--- src/sv/whp_pkg.sv ---
package whp_pkg;

   // width of the byte position counter, 16 to 32
   localparam int OFFSET_BITS = 32;

   typedef logic [OFFSET_BITS-1:0] pos_type;

   localparam logic [31:0] TAG_RIFF = 32'h4646_4952;
   localparam logic [31:0] TAG_WAVE = 32'h4556_4157;
   localparam logic [31:0] TAG_FMT  = 32'h2074_6D66;
   localparam logic [31:0] TAG_DATA = 32'h6174_6164;

   localparam int MAGIC_LEN = 12;
   localparam logic [31:0] FMT_MIN = 32'd16;
   localparam logic [3:0] BITS_AT = 4'd14;
   localparam logic [32:0] HDR_LEN = 33'd8;

   localparam pos_type POS_MAX = '1;
   localparam pos_type POS_RIFF_END = pos_type'(3);
   localparam pos_type POS_WAVE_END = pos_type'(MAGIC_LEN - 1);

   typedef enum logic [3:0] {
      ST_OK,
      ST_SHORT,
      ST_MAGIC,
      ST_OVERRUN,
      ST_FMT_SHORT,
      ST_NO_FMT,
      ST_NO_DATA,
      ST_UNSUPPORTED,
      ST_DATA_SMALL
   } status_type;

   typedef struct packed {
      status_type  status;
      logic [1:0]  channel_count;
      logic [31:0] rate_hz;
      logic [31:0] data_start;
      logic [30:0] frame_total;
   } result_type;

endpackage

--- src/sv/wav_header_parser.sv ---
// wav header parser: one file byte per request, one result per file
// a final byte passes the input register and then the result register before rsp_valid
// throughput: one byte per cycle; only a final byte waits, while the
// result register is full and stalled
// reset (synchronous, active high) empties both registers and restarts
// parsing at the magic check; every final byte also restarts it
module wav_header_parser (
   input  logic        clock,
   input  logic        reset,
   input  logic        req_valid,
   output logic        req_stall,
   input  logic [7:0]  req_file_byte,
   input  logic        req_is_last,
   output logic        rsp_valid,
   input  logic        rsp_stall,
   output logic [3:0]  rsp_status,
   output logic [1:0]  rsp_channel_count,
   output logic [31:0] rsp_rate_hz,
   output logic [31:0] rsp_data_start,
   output logic [30:0] rsp_frame_total
);

   logic                in_valid_ff, in_valid_in;
   logic [7:0]          in_byte_ff;
   logic                in_last_ff;
   logic                advance;
   logic                out_free;
   logic                res_load;
   whp_pkg::result_type result;
   whp_pkg::result_type rsp_result;

   // a non-final byte never needs the result register
   assign advance     = in_valid_ff && (!in_last_ff || out_free);
   assign res_load    = advance && in_last_ff;
   assign req_stall   = in_valid_ff && !advance;
   assign in_valid_in = (req_valid && !req_stall) || (in_valid_ff && !advance);

   always_ff @(posedge clock) begin
      if (reset) begin
         in_valid_ff <= 1'b0;
      end else begin
         in_valid_ff <= in_valid_in;
      end
   end

   always_ff @(posedge clock) begin
      if (req_valid && !req_stall) begin
         in_byte_ff <= req_file_byte;
         in_last_ff <= req_is_last;
      end
   end

   whp_parser u_parser (
      .clock     (clock),
      .reset     (reset),
      .step      (advance),
      .file_byte (in_byte_ff),
      .is_last   (in_last_ff),
      .result    (result)
   );

   whp_rsp_reg u_rsp_reg (
      .clock      (clock),
      .reset      (reset),
      .load       (res_load),
      .result     (result),
      .rsp_stall  (rsp_stall),
      .rsp_valid  (rsp_valid),
      .rsp_result (rsp_result),
      .free       (out_free)
   );

   assign rsp_status        = rsp_result.status;
   assign rsp_channel_count = rsp_result.channel_count;
   assign rsp_rate_hz       = rsp_result.rate_hz;
   assign rsp_data_start    = rsp_result.data_start;
   assign rsp_frame_total   = rsp_result.frame_total;

`ifndef SYNTHESIS
   a_no_overwrite: assert property (@(posedge clock) disable iff (reset)
      !(rsp_valid && rsp_stall && res_load))
      else $error("result register overwritten while stalled");

   a_stall_needs_item: assert property (@(posedge clock) disable iff (reset)
      req_stall |-> (in_valid_ff && in_last_ff))
      else $error("request stalled without a pending final byte");

   a_ok_channels: assert property (@(posedge clock) disable iff (reset)
      (rsp_valid && rsp_status == whp_pkg::ST_OK) |->
      (rsp_channel_count == 2'd1 || rsp_channel_count == 2'd2))
      else $error("ok result with bad channel count");

   a_err_zero: assert property (@(posedge clock) disable iff (reset)
      (rsp_valid && rsp_status != whp_pkg::ST_OK) |->
      (rsp_channel_count == 2'd0 && rsp_rate_hz == 32'd0 &&
       rsp_data_start == 32'd0 && rsp_frame_total == 31'd0))
      else $error("error result carries nonzero fields");

   a_load_sets_valid: assert property (@(posedge clock) disable iff (reset)
      res_load |=> rsp_valid)
      else $error("loaded result not presented");
`endif

endmodule

--- src/sv/whp_parser.sv ---
module whp_parser (
   input  logic                clock,
   input  logic                reset,
   input  logic                step,
   input  logic [7:0]          file_byte,
   input  logic                is_last,
   output whp_pkg::result_type result
);

   typedef enum logic [2:0] {
      PH_MAGIC,
      PH_HDR,
      PH_BODY,
      PH_BADFMT,
      PH_DONE
   } phase_type;

   phase_type           phase_ff, phase_in;
   whp_pkg::pos_type    pos_ff, pos_in;
   logic [31:0]         hdr_ff, hdr_in;
   logic [31:0]         len_ff, len_in;
   logic [32:0]         left_ff, left_in;
   logic                is_fmt_ff, is_fmt_in;
   logic                fmt_seen_ff, fmt_seen_in;
   logic                data_seen_ff, data_seen_in;
   logic [15:0]         fmt_tag_ff, fmt_tag_in;
   logic [15:0]         chan_ff, chan_in;
   logic [31:0]         rate_ff, rate_in;
   logic [15:0]         bits_ff, bits_in;
   logic [31:0]         doff_ff, doff_in;
   logic [31:0]         dsize_ff, dsize_in;
   whp_pkg::status_type err_ff, err_in;

   logic [32:0]         left_dec;
   logic [32:0]         body_at;
   logic [3:0]          lane;
   whp_pkg::status_type status;
   logic                chan_ok;

   assign pos_in   = (pos_ff == whp_pkg::POS_MAX) ? pos_ff : pos_ff + whp_pkg::pos_type'(1);
   assign left_dec = left_ff - 33'd1;
   // offset of the current byte inside the chunk body
   assign body_at  = {1'b0, len_ff} + 33'(len_ff[0]) - left_ff;
   assign lane     = body_at[3:0];

   always_comb begin
      phase_in     = phase_ff;
      hdr_in       = hdr_ff;
      len_in       = len_ff;
      left_in      = left_ff;
      is_fmt_in    = is_fmt_ff;
      fmt_seen_in  = fmt_seen_ff;
      data_seen_in = data_seen_ff;
      fmt_tag_in   = fmt_tag_ff;
      chan_in      = chan_ff;
      rate_in      = rate_ff;
      bits_in      = bits_ff;
      doff_in      = doff_ff;
      dsize_in     = dsize_ff;
      err_in       = err_ff;
      unique case (phase_ff)
         PH_MAGIC: begin
            hdr_in = {file_byte, hdr_ff[31:8]};
            if (pos_ff == whp_pkg::POS_RIFF_END && hdr_in != whp_pkg::TAG_RIFF &&
                err_ff == whp_pkg::ST_OK) begin
               err_in = whp_pkg::ST_MAGIC;
            end
            if (pos_ff == whp_pkg::POS_WAVE_END) begin
               if (hdr_in != whp_pkg::TAG_WAVE && err_in == whp_pkg::ST_OK) begin
                  err_in = whp_pkg::ST_MAGIC;
               end
               if (err_in != whp_pkg::ST_OK) begin
                  phase_in = PH_DONE;
               end else begin
                  phase_in = PH_HDR;
                  left_in  = whp_pkg::HDR_LEN;
               end
            end
         end
         PH_HDR: begin
            // id bytes first, then the little-endian size
            if (left_ff > 33'd4) begin
               hdr_in = {file_byte, hdr_ff[31:8]};
            end else begin
               len_in = {file_byte, len_ff[31:8]};
            end
            left_in = left_dec;
            if (left_dec == 33'd0) begin
               is_fmt_in = (hdr_in == whp_pkg::TAG_FMT);
               left_in   = {1'b0, len_in} + 33'(len_in[0]);
               phase_in  = PH_BODY;
               if (is_fmt_in) begin
                  if (len_in < whp_pkg::FMT_MIN) begin
                     if (len_in == 32'd0) begin
                        err_in   = whp_pkg::ST_FMT_SHORT;
                        phase_in = PH_DONE;
                     end else begin
                        phase_in = PH_BADFMT;
                     end
                  end else begin
                     fmt_seen_in = 1'b1;
                  end
               end else if (hdr_in == whp_pkg::TAG_DATA) begin
                  doff_in      = 32'(pos_in);
                  dsize_in     = len_in;
                  data_seen_in = 1'b1;
               end
               // an empty chunk other than fmt goes straight to the next header
               if (!is_fmt_in && len_in == 32'd0) begin
                  phase_in = PH_HDR;
                  left_in  = whp_pkg::HDR_LEN;
               end
            end
         end
         PH_BODY: begin
            if (is_fmt_ff && body_at < 33'(whp_pkg::FMT_MIN)) begin
               unique case (lane)
                  4'd0:    fmt_tag_in[7:0]  = file_byte;
                  4'd1:    fmt_tag_in[15:8] = file_byte;
                  4'd2:    chan_in[7:0]     = file_byte;
                  4'd3:    chan_in[15:8]    = file_byte;
                  4'd4:    rate_in[7:0]     = file_byte;
                  4'd5:    rate_in[15:8]    = file_byte;
                  4'd6:    rate_in[23:16]   = file_byte;
                  4'd7:    rate_in[31:24]   = file_byte;
                  whp_pkg::BITS_AT:        bits_in[7:0]  = file_byte;
                  whp_pkg::BITS_AT + 4'd1: bits_in[15:8] = file_byte;
                  default: ;
               endcase
            end
            left_in = left_dec;
            if (left_dec == 33'd0) begin
               phase_in = PH_HDR;
               left_in  = whp_pkg::HDR_LEN;
            end
         end
         PH_BADFMT: begin
            left_in = left_dec;
            if (left_dec <= 33'(len_ff[0])) begin
               err_in   = whp_pkg::ST_FMT_SHORT;
               phase_in = PH_DONE;
            end
         end
         PH_DONE: ;
         default: ;
      endcase
   end

   assign chan_ok = (chan_in == 16'd1) || (chan_in == 16'd2);

   always_comb begin
      priority if (phase_in == PH_MAGIC) begin
         status = whp_pkg::ST_SHORT;
      end else if (err_in != whp_pkg::ST_OK) begin
         status = err_in;
      end else if ((phase_in == PH_BODY || phase_in == PH_BADFMT) &&
                   left_in > 33'(len_in[0])) begin
         status = whp_pkg::ST_OVERRUN;
      end else if (!fmt_seen_in) begin
         status = whp_pkg::ST_NO_FMT;
      end else if (!data_seen_in) begin
         status = whp_pkg::ST_NO_DATA;
      end else if (fmt_tag_in != 16'd1 || !chan_ok || bits_in != 16'd16) begin
         status = whp_pkg::ST_UNSUPPORTED;
      end else if (dsize_in < {13'd0, chan_in, 3'd0} >> 2) begin
         status = whp_pkg::ST_DATA_SMALL;
      end else begin
         status = whp_pkg::ST_OK;
      end
   end

   always_comb begin
      result.status = status;
      if (status == whp_pkg::ST_OK) begin
         result.channel_count = chan_in[1:0];
         result.rate_hz       = rate_in;
         result.data_start    = doff_in;
         result.frame_total   = (chan_in == 16'd2) ? {1'b0, dsize_in[31:2]} : dsize_in[31:1];
      end else begin
         result.channel_count = 2'd0;
         result.rate_hz       = 32'd0;
         result.data_start    = 32'd0;
         result.frame_total   = 31'd0;
      end
   end

   always_ff @(posedge clock) begin
      // the final byte of a file leaves the parser ready for the next one
      if (reset || (step && is_last)) begin
         phase_ff     <= PH_MAGIC;
         pos_ff       <= '0;
         hdr_ff       <= '0;
         len_ff       <= '0;
         left_ff      <= '0;
         is_fmt_ff    <= 1'b0;
         fmt_seen_ff  <= 1'b0;
         data_seen_ff <= 1'b0;
         fmt_tag_ff   <= '0;
         chan_ff      <= '0;
         rate_ff      <= '0;
         bits_ff      <= '0;
         doff_ff      <= '0;
         dsize_ff     <= '0;
         err_ff       <= whp_pkg::ST_OK;
      end else if (step) begin
         phase_ff     <= phase_in;
         pos_ff       <= pos_in;
         hdr_ff       <= hdr_in;
         len_ff       <= len_in;
         left_ff      <= left_in;
         is_fmt_ff    <= is_fmt_in;
         fmt_seen_ff  <= fmt_seen_in;
         data_seen_ff <= data_seen_in;
         fmt_tag_ff   <= fmt_tag_in;
         chan_ff      <= chan_in;
         rate_ff      <= rate_in;
         bits_ff      <= bits_in;
         doff_ff      <= doff_in;
         dsize_ff     <= dsize_in;
         err_ff       <= err_in;
      end
   end

endmodule

--- src/sv/whp_rsp_reg.sv ---
module whp_rsp_reg (
   input  logic                clock,
   input  logic                reset,
   input  logic                load,
   input  whp_pkg::result_type result,
   input  logic                rsp_stall,
   output logic                rsp_valid,
   output whp_pkg::result_type rsp_result,
   output logic                free
);

   logic                valid_ff, valid_in;
   whp_pkg::result_type result_ff;

   assign free     = !valid_ff || !rsp_stall;
   assign valid_in = load || (valid_ff && rsp_stall);

   always_ff @(posedge clock) begin
      if (reset) begin
         valid_ff <= 1'b0;
      end else begin
         valid_ff <= valid_in;
      end
   end

   always_ff @(posedge clock) begin
      if (load) begin
         result_ff <= result;
      end
   end

   assign rsp_valid  = valid_ff;
   assign rsp_result = result_ff;

endmodule

--- config.mk ---
export PLATFORM = sky130hd
export DESIGN_NAME = wav_header_parser
export DESIGN_NICKNAME = d
export VERILOG_FILES = /design/src/sv/whp_pkg.sv /design/src/sv/wav_header_parser.sv /design/src/sv/whp_parser.sv /design/src/sv/whp_rsp_reg.sv
export SDC_FILE = /design/constraint.sdc
export NUM_CORES = 1
export LEC_CHECK = 0
export BUFFER_PORTS_ARGS = -buffer_cell sky130_fd_sc_hd__buf_2
export CORE_MARGIN = 4
export CORE_UTILIZATION = 25
export CTS_CLUSTER_DIAMETER = 120
export DETAILED_ROUTE_END_ITERATION = 10
export HOLD_SLACK_MARGIN = 0.02
export SKIP_LAST_GASP = 1
export SYNTH_ARGS = -nofsm -noshare
export SYNTH_HDL_FRONTEND = slang
export SYNTH_HIERARCHICAL = 1
export SYNTH_SLANG_ARGS = --single-unit
--- constraint.sdc ---
create_clock -name clock -period 21.3 [get_ports clock]
set_input_delay 2.13 -clock clock [delete_from_list [all_inputs] [get_ports clock]]
set_output_delay 2.13 -clock clock [all_outputs]
set_load 0.01 [all_outputs]
==> flow_metrics.env, run 1 <==
export IMPL_required_ns=21.57
export IMPL_synthCells=3046
export IMPL_yosysWarnings=6
export IMPL_path_cells="inv_1, fa_1, nor2_1, fa_1, a211oi_1, o21ai_0, a211o_1, nand3_1, nand3_1, a221o_1, or4_1, nor4_4, mux2i_1, ha_1, a21o_1, a21o_1, a21oi_1, or3b_2, o2111ai_1, nand4_1, a211oi_4, buf_4, nor4_1"
export IMPL_rsz0062_at_grt="false"
export IMPL_grtUsageTotal_pct=16.77
export IMPL_grt_pass1_vias=22220
export IMPL_whs_path_depth=2
export IMPL_diodes=0
export IMPL_path_clk_slew_ns=0.06
export IMPL_cts_buffers=43
export IMPL_critPathMaxStageDelay_ns=0.94
export IMPL_ys_seq_area_share_pct=35.96
export IMPL_synth_top_area_share_pct=22.75
export IMPL_min_period_ns=9.442
export IMPL_status="finished, final reports clean"
export IMPL_antenna_left=0
export IMPL_total_power_uw=1871
export IMPL_drc=0
export IMPL_holdPathEnd="u_parser/rate_ff[13]"
export IMPL_syn_cell_area_um2=25000
export IMPL_clock_path_buffers=3
export IMPL_vias_per_cell=5.472
export IMPL_io_buffer_count=115
export IMPL_hold_start="u_parser/rate_ff[13]"
export IMPL_grt_overflow=0
export IMPL_worst_pin_slew_ns=1.126
export IMPL_path_max_fanout=86
export IMPL_slowest_stage="nor4_4"
export IMPL_setup_viol=0
export IMPL_layout_nets=3117
export IMPL_worstSkewPairLatency_ns=0.58
export IMPL_ys_async_sr_fraction_pct=0
export IMPL_layout_commonest_cell="nor2_1"
export IMPL_drt_pass1_iterations=6
export IMPL_pin_count=116
export IMPL_synth_cell_types=91
export IMPL_finalHoldViolCount=0
export IMPL_cts_setup_buffers=0
export IMPL_max_clock_freq_mhz=105.9
export IMPL_cap_violations=0
export IMPL_synth_enable_flop_cells=110
export IMPL_power_density_nw_per_um2=66.66
export IMPL_fillers=10470
export IMPL_via_count=23760
export IMPL_fin_tns_setup_ns=0
export IMPL_reg2reg_setup_slack_ns=11.86
export IMPL_initial_core_util_pct=25.29
export IMPL_end_kind="flip-flop"
export IMPL_max_slew_margin_rel_pct=24.28
export IMPL_yosys_area_top_type="dfxtp_1"
export IMPL_cts_sinks=394
export IMPL_syn_to_final_growth_pct=12.31
export IMPL_layout_drive_gt1_share_pct=9.558
export IMPL_post_drt_wl_per_cell_um=21.04
export IMPL_cts_resized=0
export IMPL_drv_slew=0
export IMPL_finalCritPeriodShare_pct=44.33
export IMPL_die_h_um=324.2
export IMPL_dpl_hpwl_mm=66.05
export IMPL_ys_flop_type="dfxtp_1"
export IMPL_wirelength_mm=91.38
export IMPL_design_die_area_um2=105100
export IMPL_arrival_ns=9.71
export IMPL_root_buffer="clkbuf_16"
export IMPL_worstReg2RegEnd="u_rsp_reg/rsp_result[33]"
export IMPL_layout_common_cells="nor2_1, nand2_1, dfxtp_1"
export IMPL_cts_tree="done"
export IMPL_fin_util_pct=28.40
export IMPL_drt_iter0_drc=2596
export IMPL_hold_path_class="flip-flop to flip-flop"
export IMPL_antenna_found_initial=0
export IMPL_routabilityCongestion=1.017
export IMPL_htree_levels=2
export IMPL_p_leak_uw=0.01002
export IMPL_avgSynthCellArea_um2=8.206
export IMPL_synthTopCellsByArea="dfxtp_1, edfxtp_1, mux2i_1, nor2_1, nand2_1"
export IMPL_grt_start_max_net_pins=87
export IMPL_rr_startpoint="u_parser/len_ff[0]"
export IMPL_synth_fp_nets=3143
export IMPL_reg2reg_depth=23
export IMPL_die_w_um=324.2
export IMPL_core_um2=98850
export IMPL_rows=115
export IMPL_ys_ff_latch=394
export IMPL_worst_setup_path_start_kind="flip-flop"
export IMPL_hold_buffers=0
export IMPL_worst_setup_path_type="flip-flop to flip-flop"
export IMPL_fin_skew_ns=0.02357
export IMPL_grt_pass1_wl_mm=138.4
export IMPL_ir_drop_uv=53.83
## cell type report
| class | instances | area (um^2) | area share (%) |
|---|---|---|---|
| Multi-Input combinational cell | 2358 | 14940 | 53.22 |
| Tap cell | 1287 | 1610 | 5.736 |
| Sequential cell | 394 | 8989 | 32.02 |
| Timing Repair Buffer | 166 | 958.4 | 3.414 |
| Clock inverter | 20 | 190.2 | 0.6775 |
| Clock buffer | 60 | 1170 | 4.167 |
| Inverter | 57 | 214.0 | 0.7621 |
## metal layers
| layer | vias up | global-route usage [%] | routed length, um |
|---|---|---|---|
| met2 | 1093 | 25.51 | 39470 |
| met1 | 11290 | 23.45 | 40140 |
| met5 | - | 0 | 0 |
| met3 | 244 | 2.862 | 7703 |
| li1 | 11130 | - | - |
| met4 | 0 | 7.052 | 4066 |
## synthesized netlist by cell type, drive strengths merged, types with 19 or more instances
| cell type | n |
|---|---|
| nand2 | 361 |
| ha | 82 |
| clkbuf | 191 |
| nor2 | 365 |
| inv | 57 |
| nor3 | 72 |
| o21a | 19 |
| and2 | 22 |
| a31oi | 22 |
| nand3 | 90 |
| o21ai | 120 |
| nand4 | 67 |
| a21o | 20 |
| mux2i | 207 |
| a211oi | 83 |
| a21oi | 211 |
| xor2 | 64 |
| xnor2 | 58 |
| nor4 | 152 |
| edfxtp | 110 |
| buf | 46 |
| dfxtp | 284 |
| or3 | 29 |
| and3 | 24 |
## registers in the layout, indices dropped and copies added, names as in the netlist, 31 cells and up
signal                cells
u_rsp_reg/rsp_result    101
u_parser/left_ff         33
u_parser/doff_ff         32
u_parser/hdr_ff          32
u_parser/len_ff          32
u_parser/pos_ff          32
u_parser/rate_ff         32
u_parser/dsize_ff        31
## through the flow
stage               hold slack (ns)  std cells  setup slack [ns]  area [um^2]
floorplan                    0.4312       3046             14.19        25000
global placement             0.4382       4262             12.15        26710
detailed placement           0.4425       4262             12.10        26710
CTS                          0.4508       4342             12.04        28070
global route                 0.4663       4342             11.41        28070
finish                       0.4496       4342             11.86        28070
## worst max-delay path by stage
stage                        from                        to  slack (ns)  depth (start not counted)
2_1_floorplan           rsp_stall   u_rsp_reg/rsp_result[0]       14.19                          3
3_3_place_gp   u_parser/len_ff[0]  u_rsp_reg/rsp_result[37]       12.15                         23
3_5_place_dp   u_parser/len_ff[0]  u_rsp_reg/rsp_result[66]       12.10                         23
4_1_cts        u_parser/len_ff[0]  u_rsp_reg/rsp_result[37]       12.04                         23
5_1_grt        u_parser/len_ff[0]  u_rsp_reg/rsp_result[21]       11.41                         23
6_report       u_parser/len_ff[0]  u_rsp_reg/rsp_result[33]       11.86                         23
## where the power goes
group          internal [uW]  leakage [uW]  total, uW  switching [uW]
sequential               778       0.00347        794            15.4
combinational            104       0.00588        342             239
clock                    413      0.000666        735             322
## logic make-up (layout without fill, tap and decap cells)
family / count (synthesis) / in the layout / share of synthesized area, %
compound gates: 617 / 617 / 15.73
simple gates: 1320 / 1320 / 26.41
mux: 214 / 214 / 8.605
xor+xnor: 122 / 122 / 4.275
buf+inv: 294 / 303 / 4.710
fa+ha+maj: 85 / 85 / 4.305
flops: 394 / 394 / 35.96
## worst max-delay path: cells and delay by family (launching register included)
family                     cells  cell delay [ns]
AOI/OAI and AO/OA              9             2.93
and+or+nand+nor                8             2.69
adders and majority gates      3             1.49
buffers and inverters          2             1.00
DFF                            1             0.45
muxes                          1             0.40
Power figures use the tool's default switching activity.
==> run 2: changes to the inputs <==
==> constraint.sdc (replaced) <==
create_clock -name clock -period 7.9 [get_ports clock]
set_input_delay 0.79 -clock clock [delete_from_list [all_inputs] [get_ports clock]]
set_output_delay 0.79 -clock clock [all_outputs]
set_load 0.01 [all_outputs]
==> run 2 against run 1 <==
Clock skew fell by 0.0054 ns. Power rose to 2.8 times the previous value. Routed wire length rose by 2.0%. Worst setup slack lost 12 ns. Clock-buffer cell count increased by 4. Die area unchanged. Critical path type unchanged. Non-clock buffer count increased by 69. Core utilization increased by 0.80 points. Via count up 1.7%. Final cell count up 1.7%.
==> flow_metrics.env, run 2 (synthesis gave the netlist of run 1 again) <==
export IMPL_post_drt_wl_per_cell_um=21.11
export IMPL_max_slew_margin_rel_pct=25.55
export IMPL_path_max_fanout=30
export IMPL_grt_pass1_vias=22040
export IMPL_fin_area_um2=28870
export IMPL_die_w_um=324.2
export IMPL_p_sw_share_pct=30.26
export IMPL_finalHoldViolCount=0
export IMPL_power_density_nw_per_um2=182.0
export IMPL_cts_tree="done"
export IMPL_layout_nets=3188
export IMPL_p_leak_uw=0.01047
export IMPL_ir_drop_uv=163.7
export IMPL_cap_violations=0
export IMPL_via_count=24170
export IMPL_p_switching_uw=1590
export IMPL_pin_count=116
export IMPL_grtUsageTotal_pct=16.92
export IMPL_layout_commonest_cell="nor2_1"
export IMPL_hold_path_class="input pin to flip-flop"
export IMPL_fin_skew_ns=0.01817
export IMPL_dpl_hpwl_mm=68.33
export IMPL_required_ns=8.19
export IMPL_final_seq_area_um2=8989
export IMPL_root_buffer="clkbuf_16"
export IMPL_antenna_found_initial=2
export IMPL_critPathMaxStageDelay_ns=0.61
export IMPL_vias_per_cell=5.473
export IMPL_end_kind="flip-flop"
export IMPL_postPlaceCellArea_um2=27360
export IMPL_max_clock_freq_mhz=130.7
export IMPL_power_share_sequential_pct=40.6
export IMPL_layout_drive_gt1_share_pct=11.92
export IMPL_core_um2=98850
export IMPL_worst_pin_slew_ns=1.107
export IMPL_pre_cts_slack_ns=0.3962
export IMPL_diodes=0
export IMPL_drc=0
export IMPL_status="finished, final reports clean"
export IMPL_grt_pass1_wl_mm=138.7
export IMPL_setup_ws_ns=0.2504
export IMPL_drv_slew=0
export IMPL_drt_pass1_iterations=6
export IMPL_setup_viol=0
export IMPL_routabilityCongestion=1.019
export IMPL_largest_reg_flops=101
export IMPL_slowest_stage="or4_1"
export IMPL_arrival_ns=7.94
export IMPL_die_h_um=324.2
export IMPL_syn_to_final_growth_pct=15.49
export IMPL_fin_tns_setup_ns=0
export IMPL_io_buffer_count=115
export IMPL_multi_input_area_um2=14950
export IMPL_htree_levels=2
export IMPL_grt_start_max_net_pins=77
export IMPL_p_comb_share_pct=18.8
export IMPL_design_die_area_um2=105100
export IMPL_wirelength_mm=93.19
export IMPL_layout_common_cells="nor2_1, nand2_1, dfxtp_1"
export IMPL_rows=115
export IMPL_worst_setup_path_start_kind="flip-flop"
export IMPL_cts_sinks=394
export IMPL_cts_setup_buffers=0
export IMPL_clock_path_buffers=3
export IMPL_initial_core_util_pct=25.29
export IMPL_min_period_ns=7.650
export IMPL_drt_iter0_drc=3206
export IMPL_grt_overflow=0
export IMPL_antenna_left=0
export IMPL_fin_util_pct=29.20
export IMPL_worstSkewPairLatency_ns=0.58
export IMPL_worst_setup_path_type="flip-flop to flip-flop"
export IMPL_finalCritPeriodShare_pct=96.83
export IMPL_fillers=10450
export IMPL_total_power_uw=5254
export IMPL_path_clk_slew_ns=0.06
export IMPL_rsz0062_at_grt="false"
export IMPL_cts_buffers=45
export IMPL_clockPowerShare_pct=40.6
export IMPL_intPower_uw=3664
-- run 2: power groups by stage --
| stage | Clock [uW] | Sequential (uW) | Combinational [uW] |
|---|---|---|---|
| final | 2130 | 2130 | 989 |
| after global routing | 2260 | 2130 | 1050 |
| after CTS | 2180 | 2130 | 954 |
| after detailed placement | 0 | 2170 | 949 |
| after global placement | 0 | 2170 | 958 |
| after floorplan | 0 | 2160 | 628 |
-- run 2: routing by layer --
layer | up-vias | track usage, % | share of wire (%)
met1 | 11580 | 23.74 | 44
met3 | 240 | 2.756 | 7.9
met5 | - | 0 | 0.027
met4 | 4 | 7.330 | 4.9
li1 | 11230 | - | -
met2 | 1112 | 25.64 | 43
-- run 2: timing repair --
| item | 4_1_cts | 5_1_grt |
|---|---|---|
| hold buffers | 0 | 0 |
| gates resized for setup | 0 | 3 |
| setup endpoints to repair | 0 | 90 |
-- run 2: cell type report --
class                      instances  share of cell area [%]
clock inverter                    20                  0.7282
inverter                          57                  0.7412
timing repair buffer             235                   5.548
clock buffer                      64                   4.469
multi-input combinational       2358                   51.80
tap                             1287                   5.578
sequential                       394                   31.14
-- run 2: worst paths after layout --
check                             endpoint  cells past startpoint  slack, ns                  from
setup / recovery  u_rsp_reg/rsp_result[34]                     25       0.25  u_parser/left_ff[13]
hold / removal                  in_last_ff                      1       0.39           req_is_last
setup reg to reg  u_rsp_reg/rsp_result[34]                     25       0.25  u_parser/left_ff[13]
hold reg to reg       u_parser/rate_ff[10]                      2       0.45  u_parser/rate_ff[10]
-- run 2: critical path: cells and delay by family, from the launching register on --
| family | cells | cell delay, ns |
|---|---|---|
| adder cells (fa/ha/maj) | 3 | 1.05 |
| AND/OR/NAND/NOR | 6 | 1.98 |
| AO/OA/AOI/OAI | 10 | 2.62 |
| multiplexers | 2 | 0.40 |
| buffers and inverters | 4 | 0.76 |
| flip-flops | 1 | 0.52 |
-- run 2: metrics by stage --
stage | hold WS (ns) | cells
4_1_cts | 0.3728 | 4415
2_1_floorplan | 0.4312 | 3046
5_1_grt | 0.3761 | 4415
6_report | 0.3942 | 4415
3_3_place_gp | 0.4384 | 4331
3_5_place_dp | 0.4445 | 4331
